[src/hw/rtl/lzwc_ram.sv]
// ----------------------------------------------------------------------------
// lzwc_ram
// Generic simple dual-port RAM: one write port, one read port, registered
// read data, ready in the cycle after the read.
// ----------------------------------------------------------------------------
`timescale 1ns / 1ps
`default_nettype none

module lzwc_ram #(
  parameter int WIDTH = 8,
  parameter int DEPTH = 256
) (
  input  wire logic                     clk,
  input  wire logic                     wr_en,
  input  wire logic [$clog2(DEPTH)-1:0] wr_addr,
  input  wire logic [WIDTH-1:0]         wr_data,
  input  wire logic                     rd_en,
  input  wire logic [$clog2(DEPTH)-1:0] rd_addr,
  output logic      [WIDTH-1:0]         rd_data
);

  logic [WIDTH-1:0] mem [DEPTH];

  always_ff @(posedge clk) begin
    if (wr_en) begin
      mem[wr_addr] <= wr_data;
    end
    if (rd_en) begin
      rd_data <= mem[rd_addr];
    end
  end

endmodule

`default_nettype wire

[config.mk]
export PLATFORM = sky130hd
export DESIGN_NAME = lzwc_ram
export DESIGN_NICKNAME = d
export VERILOG_FILES = /design/src/hw/rtl/lzwc_ram.sv
export SDC_FILE = /design/constraint.sdc
export NUM_CORES = 2
export LEC_CHECK = 0
export BUFFER_PORTS_ARGS = -buffer_cell sky130_fd_sc_hd__buf_4
export CAP_MARGIN = 0
export CORE_MARGIN = 3
export CORE_UTILIZATION = 37
export DETAILED_ROUTE_END_ITERATION = 10
export MAX_ROUTING_LAYER = met4
export PLACE_DENSITY = 0.48
export SLEW_MARGIN = 20
export SYNTH_ARGS = -nofsm -noshare
export SYNTH_HDL_FRONTEND = slang
export SYNTH_SLANG_ARGS = --single-unit
[constraint.sdc]
create_clock -name clk -period 4.3 [get_ports clk]
set_input_delay 0.43 -clock clk [delete_from_list [all_inputs] [get_ports clk]]
set_output_delay 0.43 -clock clk [all_outputs]
set_load 0.05 [all_outputs]
# Word level (Yosys, flattened, before mapping)
# Memory sizes are Yosys's and may differ from the RTL's. A register that Yosys moved wholly into a read port is not among the register bits.
# Index checks and enable logic that the tools add are counted.
# classes
n_mux	2
# ops
cell	n
$mux W1	2
# totals
ff_bits	0
mem_bits_rw	2048
inputBits	27
output_inout_bits	8
elab_cells	3
mem_count	1
# memory_table
memory	depth	width	rd	rd_ports_with_merged_regs	write_ports	line	source
mem	256	8	1	1	1	22	logic [WIDTH-1:0] mem [DEPTH];

# Depth between registers and ports, before layout
# logic_depth
word_depth	2
depth_mapped	11
ltp_nobuf	6

# Worst setup path after synthesis
# OpenSTA, ideal clock, no wires.
# synth_path
path_kind	input to register
from	input rd_addr[0]
to	register rd_data[2] (read register of mem), data pin
arrival_ns	2.237
path_slack_ns	1.794
stages	9
path_cell_list	buf_6 -> buf_12 -> buf_8 -> buf_2 -> mux4_2 -> a22oi_1 -> a21oi_1 -> nor4_1 -> nor4_2
# synth_rtl
element	line	source
start, declared	18	input wire logic [$clog2(DEPTH)-1:0] rd_addr,
end, declared	19	output logic [WIDTH-1:0] rd_data

==> results.tsv <==
stage	metric	value	unit
outcome	status	finished clean	
die	standard-cell rows	169	
final_layout	Storage cell area	0.0617	mm²
sta	count of pins over their slew limit	0	
setup_path	critical path, cell by cell	buf_8 > buf_12 > buf_4 > mux4_2 > mux4_2 > nor2b_1 > nor4_1 > buf_4 > nor4_1	
detailed_routing	Post-DRT Antenna Nets	0	
setup_path	r2r setup slk	1.25	ns
die	CORE AREA	0.213	mm²
clocking	CTS H-Tree Depth	4	
final_layout	area delta synth->final	14.5	%
setup_path	slowest CP cell	nor4_1	
detailed_routing	Pre-Repair DR Iteration Count	7	
clocking	postcts setup bufs	0	
clocking	clk sink count	2056	
sta	Final Setup Violations	0	
setup_path	type of origin of the critical path	primary input	
setup_path	Worst EP required	4.84	ns
logic_synthesis	Yosys reg bits	2056	
die	Die Span Y	470	µm
clocking	CTS max path bufs	3	
clocking	CTS Root Cell	clkbuf_16	
worst_hold_path	worst min-delay path startpoint	wr_data[0]	
grt	first-pass GRT wire length	307	mm
setup_path	Crit Reg-Reg Startpoint	mem[27][5]	
logic_synthesis	largest family of logic cells by synthesized area	multiplexers	
sta	RSZ-0062 raised after global routing	no	
worst_hold_path	Hold EP	mem[202][0]	
worst_hold_path	Hold Crit Depth	1	
logic_synthesis	Syn Std Cell Area	0.0796	mm²
logic_synthesis	Post-Synth Adder-Cell Area	0	%
setup_path	Worst setup EP type	flop	
sta	fin crit share	76.4	%
sta	worst clock skew	0.0326	ns
die	Die Wd	470	µm
sta	Slew headroom	20.1	%
grt	initial antenna violation count	19	
detailed_routing	via count	38854	
logic_synthesis	ys async rst share	0	%
logic_synthesis	yosys warns	0	
pwr	Leakage	28.1	nW
final_layout	share of cells above drive strength 1	25.1	%
detailed_routing	Wirelength per Cell	31.0	µm
clocking	TritonCTS buffer count	214	
grt	Congestion Overflow GR	0	
pwr	PwrDens	466	mW/mm²
logic_synthesis	Synth Flop Type	edfxtp_1	
final_layout	multi-input logic area	0.0165	mm²
die	die area	0.221	mm²
place	post-DP HPWL	135	mm
clocking	CTS tree	done	
sta	Tmin final	3.29	ns
worst_hold_path	Worst Hold Class	primary input to flop	
die	I/O pin count	35	
logic_synthesis	Post-Synth XOR/XNOR Area	0	%
sta	Worst-Margin Slew	1.20	ns
clocking	cts repair resizes	0	
logic_synthesis	post-synthesis compound-gate area fraction	3.42	%
logic_synthesis	Mapped Nets	3760	
grt	GRT Overall Usage	20.0	%
clocking	Reg clk slew, reported paths	0.06	ns
sta	FMAX	304	MHz
detailed_routing	1st-iter DRT viols	3834	
logic_synthesis	simple-gate portion of the synthesized area	2.63	%
logic_synthesis	Syn Area/Cell	21.3	µm²
run	Max-Cap Viols	0	
logic_synthesis	Gate Count Post-Synth	3733	
logic_synthesis	mux contribution to synthesized area	14.6	%
setup_path	critical path class	primary input to flop	
grt	vias in the first global route	39457	
logic_synthesis	synth unique cells	54	
clocking	Worst-Skew Late Latency	0.84	ns
setup_path	crit-path max FO	61	
setup_path	reg-to-reg endpoint	rd_data[5]	
setup_path	R2R depth	7	
sta	Hold Vio Cnt, Final	0	
logic_synthesis	Post-synth EDFFs	2056	
die	Initial Util	37.4	%
pwr	Peak supply drop	398	µV
clocking	Hold-fix buffers, CTS	1	
setup_path	largest incremental delay on the critical path	0.80	ns
detailed_routing	Post-route DRC	0	
final_layout	Final Non-Filler Cells	6986	
place	placed cells	6591	
place	Port Buf Inserts	34	
grt	largest net degree at the start of global routing	145	
detailed_routing	final wirelength	217	mm
sta	setup_tns	0	ns
final_layout	fin util	42.8	%
final_layout	FILL cells	18474	
setup_path	crit path DAT	3.82	ns
logic_synthesis	sequential area share after synthesis	77.5	%
detailed_routing	vias per cell	5.56	
place	Placer Congestion	0.809	
final_layout	fin nets	4016	
-- through the flow --
step	power, mW	instance area, µm²	setup slack [ns]	hold WS (ns)
after global routing	43.8	91200	0.985	0.0458
after floorplan	23.6	79600	1.79	0.529
after global placement	24.7	84200	0.0928	0.799
after detailed placement	24.7	84200	0.147	0.786
after CTS	42.9	91100	1.05	0.0521
final	42.5	91200	1.01	0.0789
-- report_power, final --
group | internal [mW] | switching, mW | total [mW]
combinational | 0.738 | 1.42 | 2.15
sequential | 22.1 | 0.0269 | 22.1
clock | 10.5 | 7.74 | 18.2
-- how the worst max path moves through the flow --
stage | from | end | slack (ns)
5_1_grt | rd_addr[1] | rd_data[1] | 0.98
2_1_floorplan | rd_addr[0] | rd_data[2] | 1.79
4_1_cts | rd_addr[0] | rd_data[0] | 1.05
3_5_place_dp | rd_addr[0] | rd_data[0] | 0.15
6_report | rd_addr[1] | rd_data[1] | 1.01
3_3_place_gp | rd_addr[0] | rd_data[3] | 0.09
-- layout by cell type (no fill, tap or decap), drive strengths merged, types with 3 or more instances in the layout --
master,instances
edfxtp,2056
mux4,456
nor2,282
buf,271
clkbuf,269
mux2i,134
a22oi,133
a21oi,96
clkinv,94
o221ai,47
nand3,34
nand2,33
nor2b,31
o22ai,28
nor4,27
nor3,22
bufinv,20
a211oi,16
a221oi,14
o21ai,12
nand4,10
o211ai,10
nand2b,8
a22o,8
and2,6
inv,6
o22a,5
o32ai,5
a2111oi,5
or2,4
diode,3
-- metal layers --
metal	routed length, µm	track usage (%)
met5	0	-
met3	12200	3.02
met2	104000	31.3
met1	96500	28.2
met4	3910	4.06
-- cells in the mapped netlist, types with 13 or more instances --
| master | instances | area, µm² |
|---|---|---|
| edfxtp_1 | 2056 | 61700 |
| mux4_2 | 454 | 10200 |
| nor2_1 | 282 | 1060 |
| mux2i_1 | 134 | 1340 |
| a22oi_1 | 133 | 998 |
| clkbuf_1 | 111 | 417 |
| a21oi_1 | 96 | 480 |
| o221ai_1 | 46 | 403 |
| nand3_1 | 34 | 170 |
| nand2_1 | 33 | 124 |
| buf_2 | 31 | 155 |
| nor2b_1 | 31 | 194 |
| o22ai_1 | 28 | 175 |
| buf_4 | 27 | 203 |
| nor4_1 | 24 | 150 |
| buf_1 | 22 | 82.6 |
| nor3_1 | 22 | 110 |
| buf_6 | 21 | 236 |
| a211oi_1 | 16 | 120 |
| a221oi_1 | 13 | 114 |
| buf_8 | 13 | 195 |
-- critical path: cells and delay by family --
| kind | cells | cell delay, ns |
|---|---|---|
| and+or+nand+nor | 3 | 0.99 |
| buffers and inverters | 4 | 1.45 |
| muxes | 2 | 0.78 |
-- state kept, by name (all words and copies together), names as in the netlist --
name,count
rd_data,8
mem,2048
-- logic make-up (layout without fill, tap and decap cells) --
group | count (synthesis) | in the layout
other | 0 | 3
buffers and inverters | 235 | 664
multiplexers | 591 | 591
AO/OA/AOI/OAI | 385 | 385
AND/OR/NAND/NOR | 466 | 466
flip-flops | 2056 | 2056
-- final cells by class --
type | count | area share (%)
antenna | 3 | 0.00823
clock buffer | 269 | 6.19
clock inverter | 120 | 1.33
inverter | 2 | 0.00823
multi-input combinational | 1442 | 18.1
sequential | 2056 | 67.7
tap | 2821 | 3.87
timing repair buffer | 273 | 2.73
Power figures use the tool's default switching activity.
